`src/design/lbcf_pkg.sv`:
```
// Shared widths, types and reset constants of the line blur filter.
`timescale 1ns / 1ps
package lbcf_pkg;

  localparam int SAMPLE_W     = 8;
  localparam int WEIGHT_W     = 16;
  localparam int OUT_W        = 16;
  localparam int FRAC_SHIFT   = 8;
  localparam int NUM_WEIGHTS  = 6;
  localparam int CFG_IDX_W    = 3;
  localparam int CFG_DATA_W   = 16;

  typedef logic [SAMPLE_W-1:0] sample_t;
  typedef logic [WEIGHT_W-1:0] weight_t;
  typedef logic [OUT_W-1:0]    blurred_t;

  localparam weight_t WEIGHT_D0_RESET = '1;
  localparam weight_t WEIGHT_DN_RESET = '0;

  typedef struct packed {
    logic valid;
    logic last;
  } lbcf_ctl_t;

endpackage

```
`src/design/lbcf_if.sv`:
```
// Request channels of the line blur filter: samples, results and configuration writes.
`timescale 1ns / 1ps
interface lbcf_in_if;
  logic                      valid;
  logic                      ready;
  logic [lbcf_pkg::SAMPLE_W-1:0] sample;
  logic                      line_end;

  modport source (output valid, output sample, output line_end, input ready);
  modport sink (input valid, input sample, input line_end, output ready);
endinterface

interface lbcf_out_if;
  logic                      valid;
  logic                      ready;
  logic [lbcf_pkg::OUT_W-1:0] blurred;
  logic                      out_last;

  modport source (output valid, output blurred, output out_last, input ready);
  modport sink (input valid, input blurred, input out_last, output ready);
endinterface

interface lbcf_cfg_if;
  logic                          valid;
  logic                          ready;
  logic [lbcf_pkg::CFG_IDX_W-1:0]  index;
  logic [lbcf_pkg::CFG_DATA_W-1:0] data;

  modport source (output valid, output index, output data, input ready);
  modport sink (input valid, input index, input data, output ready);
endinterface

```
`src/design/lbcf_filter.sv`:
```
// Two-stage weighted sum of a sample window: symmetric tap products, then sum and saturation.
`timescale 1ns / 1ps
module lbcf_filter #(
  parameter int MAX_RADIUS = 4
) (
  input  logic                clk,
  input  logic                rst,
  input  lbcf_pkg::lbcf_ctl_t win_ctl,
  input  lbcf_pkg::sample_t   window [2*MAX_RADIUS+3],
  input  lbcf_pkg::weight_t   weights [lbcf_pkg::NUM_WEIGHTS],
  output logic                win_ready,
  lbcf_out_if.source          results
);
  import lbcf_pkg::*;

  localparam int DELAY  = MAX_RADIUS + 1;
  localparam int PAIR_W = SAMPLE_W + 1;
  localparam int PROD_W = WEIGHT_W + PAIR_W;
  localparam int ACC_W  = PROD_W + $clog2(DELAY + 1);

  logic [PROD_W-1:0] prod [DELAY+1];
  lbcf_ctl_t         prod_ctl;
  logic              prod_ready;
  logic              out_ready;
  logic [ACC_W-1:0]  acc;
  blurred_t          blurred_next;
  logic              out_valid;
  blurred_t          blurred;
  logic              out_last;

  assign out_ready  = !out_valid || results.ready;
  assign prod_ready = !prod_ctl.valid || out_ready;
  assign win_ready  = prod_ready;

  always_ff @(posedge clk) begin
    if (rst) begin
      prod_ctl <= '0;
    end else if (prod_ready) begin
      prod_ctl <= win_ctl;
    end
  end

  always_ff @(posedge clk) begin
    if (prod_ready) begin
      prod[0] <= PROD_W'(weights[0]) * PROD_W'(window[DELAY]);
      for (int d = 1; d <= DELAY; d++) begin
        prod[d] <= PROD_W'(weights[d]) *
                   PROD_W'(PAIR_W'(window[DELAY-d]) + PAIR_W'(window[DELAY+d]));
      end
    end
  end

  always_comb begin
    acc = '0;
    for (int d = 0; d <= DELAY; d++) begin
      acc = acc + ACC_W'(prod[d]);
    end
    if (|acc[ACC_W-1:FRAC_SHIFT+OUT_W]) begin
      blurred_next = '1;
    end else begin
      blurred_next = acc[FRAC_SHIFT+OUT_W-1:FRAC_SHIFT];
    end
  end

  always_ff @(posedge clk) begin
    if (rst) begin
      out_valid <= 1'b0;
    end else if (out_ready) begin
      out_valid <= prod_ctl.valid;
    end
  end

  always_ff @(posedge clk) begin
    if (out_ready) begin
      blurred  <= blurred_next;
      out_last <= prod_ctl.last;
    end
  end

  assign results.valid    = out_valid;
  assign results.blurred  = blurred;
  assign results.out_last = out_last;

endmodule

```
`src/design/line_blur_clamped_fir.sv`:
```
// Top level of the scan line blur filter: sample window, line position and flush control.
//
// Usage: samples enter on the samples channel, one grey level per request, with
// line_end set on the final sample of a line. Filtered Q8.8 values leave on the
// results channel, with out_last set on the final value of the line. Weights per
// tap distance are written on the cfg channel, index 0 to 5, while the block is idle.
// A result belongs to the sample MAX_RADIUS+1 positions back; after the request that
// completes its window it passes the window, product and sum registers in turn.
// Throughput is one sample per cycle inside a line while results.ready is high. A
// request with line_end set shifts the last sample in MAX_RADIUS+1 more times, one
// per cycle unless stalled, and samples.ready stays low while the flush results drain.
// When results.ready is low, the output register holds its value and the earlier
// stages keep filling until every stage holds a result, then samples.ready drops.
// Reset sets weight 0 to 65535 and the others to zero, returns the line position
// to the start of a line and empties the pipeline.
`timescale 1ns / 1ps
module line_blur_clamped_fir #(
  parameter int MAX_RADIUS = 4
) (
  input  logic       clk,
  input  logic       rst,
  lbcf_in_if.sink    samples,
  lbcf_out_if.source results,
  lbcf_cfg_if.sink   cfg
);
  import lbcf_pkg::*;

  localparam int DELAY = MAX_RADIUS + 1;
  localparam int TAPS  = 2 * MAX_RADIUS + 3;
  localparam int POS_W = $clog2(DELAY + 2);
  localparam int FL_W  = $clog2(DELAY + 1);

  weight_t          weights [NUM_WEIGHTS];
  sample_t          window [TAPS];
  sample_t          window_next [TAPS];
  logic [POS_W-1:0] line_pos;
  logic [POS_W-1:0] line_pos_next;
  logic [POS_W-1:0] pos_inc;
  logic [FL_W-1:0]  flush_cnt;
  logic [FL_W-1:0]  flush_cnt_next;
  lbcf_ctl_t        win_ctl;
  lbcf_ctl_t        win_ctl_next;
  logic             win_ready;
  logic             win_adv;
  logic             accept;
  logic             step;
  logic             load;
  logic             fill;
  sample_t          shift_in;

  assign cfg.ready = 1'b1;

  always_ff @(posedge clk) begin
    if (rst) begin
      weights[0] <= WEIGHT_D0_RESET;
      for (int i = 1; i < NUM_WEIGHTS; i++) begin
        weights[i] <= WEIGHT_DN_RESET;
      end
    end else if (cfg.valid && cfg.ready && (32'(cfg.index) < NUM_WEIGHTS)) begin
      weights[cfg.index] <= WEIGHT_W'(cfg.data);
    end
  end

  assign win_adv       = !win_ctl.valid || win_ready;
  assign samples.ready = win_adv && (flush_cnt == '0);
  assign accept        = samples.valid && samples.ready;
  assign step          = win_adv && (flush_cnt != '0);
  assign load          = accept || step;
  assign fill          = accept && (line_pos == '0);
  assign shift_in      = accept ? samples.sample : window[0];
  assign pos_inc       = (line_pos == POS_W'(DELAY + 1)) ? line_pos : line_pos + 1'b1;

  always_comb begin
    window_next[0] = shift_in;
    for (int i = 1; i < TAPS; i++) begin
      window_next[i] = fill ? samples.sample : window[i-1];
    end
  end

  always_comb begin
    line_pos_next  = line_pos;
    flush_cnt_next = flush_cnt;
    win_ctl_next   = win_ctl;
    if (win_adv) begin
      win_ctl_next = '0;
    end
    if (accept) begin
      win_ctl_next.valid = (pos_inc == POS_W'(DELAY + 1));
      win_ctl_next.last  = 1'b0;
      if (samples.line_end) begin
        line_pos_next  = pos_inc;
        flush_cnt_next = FL_W'(DELAY);
      end else if (pos_inc == POS_W'(DELAY + 1)) begin
        line_pos_next = POS_W'(DELAY);
      end else begin
        line_pos_next = pos_inc;
      end
    end else if (step) begin
      win_ctl_next.valid = (pos_inc == POS_W'(DELAY + 1));
      win_ctl_next.last  = (flush_cnt == FL_W'(1));
      flush_cnt_next     = flush_cnt - 1'b1;
      if (flush_cnt == FL_W'(1)) begin
        line_pos_next = '0;
      end else begin
        line_pos_next = pos_inc;
      end
    end
  end

  always_ff @(posedge clk) begin
    if (rst) begin
      line_pos  <= '0;
      flush_cnt <= '0;
      win_ctl   <= '0;
    end else begin
      line_pos  <= line_pos_next;
      flush_cnt <= flush_cnt_next;
      win_ctl   <= win_ctl_next;
    end
  end

  always_ff @(posedge clk) begin
    if (load) begin
      window <= window_next;
    end
  end

  lbcf_filter #(
    .MAX_RADIUS(MAX_RADIUS)
  ) u_filter (
    .clk      (clk),
    .rst      (rst),
    .win_ctl  (win_ctl),
    .window   (window),
    .weights  (weights),
    .win_ready(win_ready),
    .results  (results)
  );

`ifndef SYNTHESIS
  a_flush_start: assert property (@(posedge clk) disable iff (rst)
    (samples.valid && samples.ready && samples.line_end) |=> (flush_cnt == FL_W'(DELAY)))
    else $error("flush did not start after the last sample of a line");

  a_flush_last: assert property (@(posedge clk) disable iff (rst)
    (win_adv && (flush_cnt == FL_W'(1))) |=> (win_ctl.valid && win_ctl.last && line_pos == '0))
    else $error("final flush shift did not mark the last result");

  a_window_hold: assert property (@(posedge clk) disable iff (rst)
    (win_ctl.valid && !win_ready) |=> (win_ctl.valid && $stable(window[DELAY])))
    else $error("window changed while its result was stalled");
`endif

endmodule
```
`src/flat_wrapper.sv`:
```
// flat-port wrapper written by rule: the top's interface ports become plain ports
module line_blur_clamped_fir_flat import lbcf_pkg::*;
#(
  parameter int MAX_RADIUS = 4
)
  (clk, rst, samples_valid, samples_sample, samples_line_end, samples_ready, results_valid, results_blurred, results_out_last, results_ready, cfg_valid, cfg_index, cfg_data, cfg_ready);
  lbcf_in_if samples_i ();
  lbcf_out_if results_i ();
  lbcf_cfg_if cfg_i ();
  input  logic clk;
  input  logic rst;
  input wire logic [$bits(samples_i.valid)-1:0] samples_valid;
  input wire logic [$bits(samples_i.sample)-1:0] samples_sample;
  input wire logic [$bits(samples_i.line_end)-1:0] samples_line_end;
  output wire logic [$bits(samples_i.ready)-1:0] samples_ready;
  output wire logic [$bits(results_i.valid)-1:0] results_valid;
  output wire logic [$bits(results_i.blurred)-1:0] results_blurred;
  output wire logic [$bits(results_i.out_last)-1:0] results_out_last;
  input wire logic [$bits(results_i.ready)-1:0] results_ready;
  input wire logic [$bits(cfg_i.valid)-1:0] cfg_valid;
  input wire logic [$bits(cfg_i.index)-1:0] cfg_index;
  input wire logic [$bits(cfg_i.data)-1:0] cfg_data;
  output wire logic [$bits(cfg_i.ready)-1:0] cfg_ready;
  assign samples_i.valid = samples_valid;
  assign samples_i.sample = samples_sample;
  assign samples_i.line_end = samples_line_end;
  assign samples_ready = samples_i.ready;
  assign results_valid = results_i.valid;
  assign results_blurred = results_i.blurred;
  assign results_out_last = results_i.out_last;
  assign results_i.ready = results_ready;
  assign cfg_i.valid = cfg_valid;
  assign cfg_i.index = cfg_index;
  assign cfg_i.data = cfg_data;
  assign cfg_ready = cfg_i.ready;
  line_blur_clamped_fir #(.MAX_RADIUS(MAX_RADIUS)) u_core (.clk(clk), .rst(rst), .samples(samples_i), .results(results_i), .cfg(cfg_i));
endmodule
```
`config.mk`:
```
export PLATFORM = sky130hd
export DESIGN_NAME = line_blur_clamped_fir_flat
export DESIGN_NICKNAME = d
export VERILOG_FILES = /design/src/design/lbcf_pkg.sv /design/src/design/lbcf_if.sv /design/src/design/lbcf_filter.sv /design/src/design/line_blur_clamped_fir.sv /design/src/flat_wrapper.sv
export SDC_FILE = /design/constraint.sdc
export NUM_CORES = 2
export LEC_CHECK = 0
export ABC_AREA = 1
export BUFFER_PORTS_ARGS = -buffer_cell sky130_fd_sc_hd__buf_2
export CORE_ASPECT_RATIO = 0.6
export CORE_UTILIZATION = 70
export CTS_CLUSTER_DIAMETER = 40
export DETAILED_ROUTE_END_ITERATION = 8
export PLACE_DENSITY_LB_ADDON = 0.15
export SLEW_MARGIN = 20
export SYNTH_ARGS = -nofsm -noshare
export SYNTH_HDL_FRONTEND = slang
export SYNTH_SLANG_ARGS = --single-unit
```
`constraint.sdc`:
```
create_clock -name clk -period 16.4 [get_ports clk]
set_input_delay 2.46 -clock clk [delete_from_list [all_inputs] [get_ports clk]]
set_output_delay 2.46 -clock clk [all_outputs]
set_load 0.03 [all_outputs]
```
# Yosys cells after proc, flatten, opt, wreduce, memory -nomap -nowiden
# Memory sizes are Yosys's and may differ from the RTL's.
# Cells that the tools add are included.
[word_totals]
wordCells = 103
inputBits = 33
register_bits = 212
ram_bits = 150
mem_count = 1
out_inout_bits = 20
[memory_table]
columns = ["memory", "words", "word_bits", "read_ports", "rd_clocked_by_memory_dff", "wr", "line", "text"]
rows = [
  ["u_core.u_filter.prod", 6, 25, 6, 0, 6, "lbcf_filter.sv:21", "logic [PROD_W-1:0] prod [DELAY+1];"],
]
[op_classes]
muxes = 27
n_eq_ne = 4
addsub = 12
reduce_logical = 23
n_bitwise = 1
n_lt_le_gt_ge = 3
n_mul = 6
[ops]
columns = ["operator", "count"]
rows = [
  ["multiplier 16 x 9 -> 25 bit", 5],
  ["bitwise mux 96 bit", 1],
  ["2-to-1 mux 8 bit", 10],
  ["adder 28 x 25 -> 28 bit", 2],
  ["demux 16 bit (select 3 bit)", 1],
  ["adder 8 x 8 -> 9 bit", 5],
  ["adder 27 x 25 -> 28 bit", 1],
  ["adder 26 x 25 -> 27 bit", 1],
  ["2-to-1 mux 3 bit", 9],
  ["adder 25 x 25 -> 26 bit", 1],
  ["multiplier 16 x 8 -> 24 bit", 1],
  ["2-to-1 mux 16 bit", 1],
  ["== test 3 bit, second input constant", 2],
  ["logical AND 1 bit", 6],
  ["zero test 3 bit", 2],
  ["2-to-1 mux 2 bit", 3],
  ["nonzero test 3 bit", 2],
  ["greater-or-equal comparator 4 bit, second input constant", 1],
  ["logical OR 1 bit", 4],
  ["< comparator 4 x 1 -> 1 bit, second input constant", 1],
  ["NOT 3 -> 4 bit", 1],
  ["AND reduction 2 bit", 2],
  ["nonzero test 2 bit", 2],
  ["OR reduction 4 bit", 1],
  ["other kinds (8)", 11],
]

# Logic depth before layout (Yosys ltp)
[logic_depth]
ltp_word = 8
depth_mapped = 32
ltp_nobuf = 31

# Modules after synthesis
# A second synthesis with hierarchy kept.
[unflattened]
hier_cells = 5560
hier_area_um2 = 45965.3
[modules_own_cells]
columns = ["module", "seq_area_each_um2", "instances", "cells_per_inst", "area_per_inst_um2"]
rows = [
  ["lbcf_filter", 5044.8, 1, 4780, 38474.4],
  ["line_blur_clamped_fir", 4724.5, 1, 780, 7490.9],
]

# Worst setup path before layout
# OpenSTA, ideal clock, no wires.
[synth_path]
path_type = "input to register"
startpoint = "input results_ready"
endpoint = "register u_core.u_filter.prod_ctl[0] in the netlist's numbering"
stages = 4
setup_time_ns = 0.286
t_arrival_ns = 6.129
setup_slack_ns = 9.985
n_path_buf = 0
required_time_ns = 16.114
cell_sequence = "nor2_1 -> nand2_1 -> o21ai_0 -> a21oi_1"
[synth_via]
elab_chain_len = 2
[synth_rtl]
columns = ["item", "line", "text"]
rows = [
  ["start, declared", "flat_wrapper.sv:19", "input wire logic [$bits(results_i.ready)-1:0] results_ready;"],
  ["logical OR 1 bit", "lbcf_filter.sv:31", "assign out_ready = !out_valid || results.ready;"],
  ["logical OR 1 bit", "lbcf_filter.sv:32", "assign prod_ready = !prod_ctl.valid || out_ready;"],
  ["named net u_core.u_filter.win_ready", "lbcf_filter.sv:11", "output logic win_ready,"],
  ["end signal, assigned", "lbcf_filter.sv:39", "prod_ctl <= win_ctl;"],
  ["end, declared", "lbcf_filter.sv:22", "lbcf_ctl_t prod_ctl;"],
]
# The timed path passes the listed nets, and every way through them passes these cells.
# A chain may end at the register's enable or synchronous reset.

==> key figures <==
GRT
  – Largest net degree at the start of global routing: 90
  – Initial antenna violation count: 12
  – Vias in the first global route: 35,167
  – First-pass GRT wire length: 209,000 um
  – Tot GR Track Use: 0.434
  – Grt ovf: 0

Critical path
  – Critical Path AT: 7130 ps
  – Reg2reg start: u_core.window[16]
  – RR Endpoint: u_core.u_filter.prod[3][15]
  – Critical path class: reg2reg
  – Critical path peak fanout: 14
  – Crit path depth: 26
  – Required time worst endpoint: 16,780 ps
  – Critical Path End Type: flip-flop
  – Worst setup SP type: flip-flop
  – Critical path's slowest cell: fa_1
  – Reg2reg setup slack: 9650 ps
  – Buf/Inv on CP: 5
  – Most common cell on crit path: nand2_1
  – Top delay family on crit path: adder cells
  – Worst Reg-to-Reg Cells: 26
  – Crit path largest cell delay: 540 ps

Finish
  – Commonest non-fill, non-tap cell in the layout: inv_1
  – Layout cells sized above 1: 0.0363
  – Final nets: 6,299
  – Most frequent cells in the layout: inv_1, nand2_1, fa_1
  – Syn-to-layout area delta: 6.41%

Routing
  – Antenna Nets Post-Route: 0
  – DR WL/cell: 22.4 um
  – Vias: 36,383
  – Vias per cell: 5.93
  – TritonRoute pass-1 iters: 7
  – WL final: 137,000 um
  – Starting DRT DRC Count: 5,395
  – Drt drc: 0

Worst hold path
  – HP Start: u_core.u_filter.prod_ctl[0]
  – Worst Hold Class: reg2reg
  – Worst hold path depth: 0
  – Worst hold endpoint: u_core.u_filter.results.out_last

CTS
  – Post-CTS Hold Buffers: 0
  – Clk root buf: clkbuf_16
  – CTS Buf Count: 53
  – CTS resizes: 0
  – Clock transition at the registers of the reported paths: 60 ps
  – Setup bufs post-CTS: 0
  – CTS sink cnt: 361
  – CTS tree: built
  – Clock latency on the worst-skew pair: 660 ps
  – CTS max path bufs: 3
  – # H-tree levels: 2

Timing
  – Fmax: 148 MHz
  – Crit share post-route: 0.412
  – Final setup fails: 0
  – Setup_tns: 0 ps
  – Relative slew margins: 0.207
  – Slew @ Worst Pin: 1190 ps
  – Final Hold Viols: 0
  – Final Critical Period: 6750 ps
  – Max Slew Vio Count: 0
  – Max Clock Skew: 46.9 ps
  – Unrepaired setup endpoints after global routing: no

Synthesis
  – Top post-synthesis cells by area: fa_1, edfxtp_1, inv_1, ha_1, nand2_1
  – Mapped Cells: 5,251
  – Unique masters post-synth: 45
  – Sequential-to-total area share from yosys stat: 0.220
  – #FFs+latches synth: 361
  – Post-synth EDFFs: 254
  – Share of the synthesized area in the top cell type: 0.307
  – Synthesized area: 0.0444 mm2
  – Dominant synthesized flop cell: edfxtp_1
  – Post-Syn Nets: 6,305
  – Area leader, netlist: fa_1
  – Synth warn: 0
  – Avg Cell Area, Syn: 8.45 um2
  – Ys async rst share: 0

Die
  – Die Footprint: 0.0644 mm2
  – Core Box Area: 0.0626 mm2
  – Die Width: 327 um
  – Vert. Die Dim: 197 um
  – Floorplan row count: 71
  – IO Pins: 53
  – Initial Util: 0.709

Status
  – Status: complete, no violations

Place
  – Hpwl dp: 111,000 um
  – Routability cong.: 1.06
  – Port bufs: 51

Flow run
  – Max-cap violations: 0
==> stage by stage <==
step,utilization,hold slack [ps],worst slack (ps),instance area [um2],std cells
after global placement,0.724,410,9790,45300,6029
after global routing,0.754,447,9300,47200,6127
after floorplan,-,403,9990,44400,5251
after CTS,0.753,434,9810,47200,6127
final,0.754,438,9650,47200,6139
after detailed placement,0.724,418,9860,45300,6029
==> cell usage after synthesis, types with 2 or more instances <==
| cell | number |
|---|---|
| a31oi_1 | 21 |
| o21a_1 | 5 |
| a21oi_1 | 262 |
| nand4_1 | 19 |
| nor2_4 | 2 |
| nor2_1 | 571 |
| nand3b_1 | 3 |
| or2_2 | 13 |
| inv_1 | 1266 |
| a21boi_0 | 7 |
| a221oi_1 | 3 |
| o211a_1 | 3 |
| fa_1 | 681 |
| and2_1 | 6 |
| dfxtp_1 | 107 |
| a211oi_1 | 16 |
| clkbuf_1 | 113 |
| o21bai_1 | 27 |
| o211ai_1 | 5 |
| xor2_1 | 96 |
| buf_4 | 5 |
| edfxtp_1 | 254 |
| ha_1 | 340 |
| o2111ai_1 | 2 |
| nand3_1 | 99 |
| a21o_1 | 15 |
| nand2_2 | 4 |
| buf_2 | 10 |
| o31a_1 | 7 |
| xnor2_1 | 53 |
| nor4_1 | 16 |
| nor3_1 | 32 |
| buf_1 | 2 |
| o21ai_1 | 9 |
| nand2_1 | 923 |
| o21ai_0 | 245 |
==> sequential cells by signal (all words and copies together), names as in the netlist <==
name                              count
u_core.u_filter.prod                149
u_core.weights                       96
u_core.window                        88
u_core.u_filter.results.blurred      16
u_core.flush_cnt                      3
u_core.line_pos                       3
u_core.u_filter.prod_ctl              2
u_core.win_ctl                        2
u_core.u_filter.results.out_last      1
u_core.u_filter.results.valid         1
==> layout make-up <==
type / instances / area (um2)
inverter: 1268 / 4760
fill: 4568 / 15400
antenna: 12 / 30.0
sequential: 361 / 9770
clock inverter: 41 / 497
tap: 839 / 1050
clock buffer: 57 / 1350
timing repair buffer: 70 / 402
multi-input combinational: 3491 / 29400
==> worst max-delay path by stage <==
stage | startpoint | end
floorplan | results_ready | u_core.u_filter.prod_ctl[0]
global placement | u_core.window[80] | u_core.u_filter.prod[5][21]
detailed placement | u_core.window[64] | u_core.u_filter.prod[3][15]
CTS | u_core.window[16] | u_core.u_filter.prod[3][15]
global route | u_core.window[16] | u_core.u_filter.prod[3][15]
finish | u_core.window[16] | u_core.u_filter.prod[3][15]
==> routing by layer <==
metal | routed length, um | up-vias | track usage
li1 | - | 15986 | -
met1 | 56500 | 17220 | 0.646
met2 | 50100 | 2854 | 0.542
met3 | 26700 | 308 | 0.230
met4 | 3730 | 15 | 0.111
met5 | 269 | - | 0.0232
==> cell families after synthesis <==
logic type / share of synthesized area
buf+inv: 0.119
simple gates: 0.151
compound gates: 0.0776
other cells: 0.0000845
flops: 0.220
xor+xnor: 0.0294
fa+ha+maj: 0.403
Power is left out: the tool's default activity adds up to more than one toggle a clock period on the data nets, which glitch-free logic cannot reach.
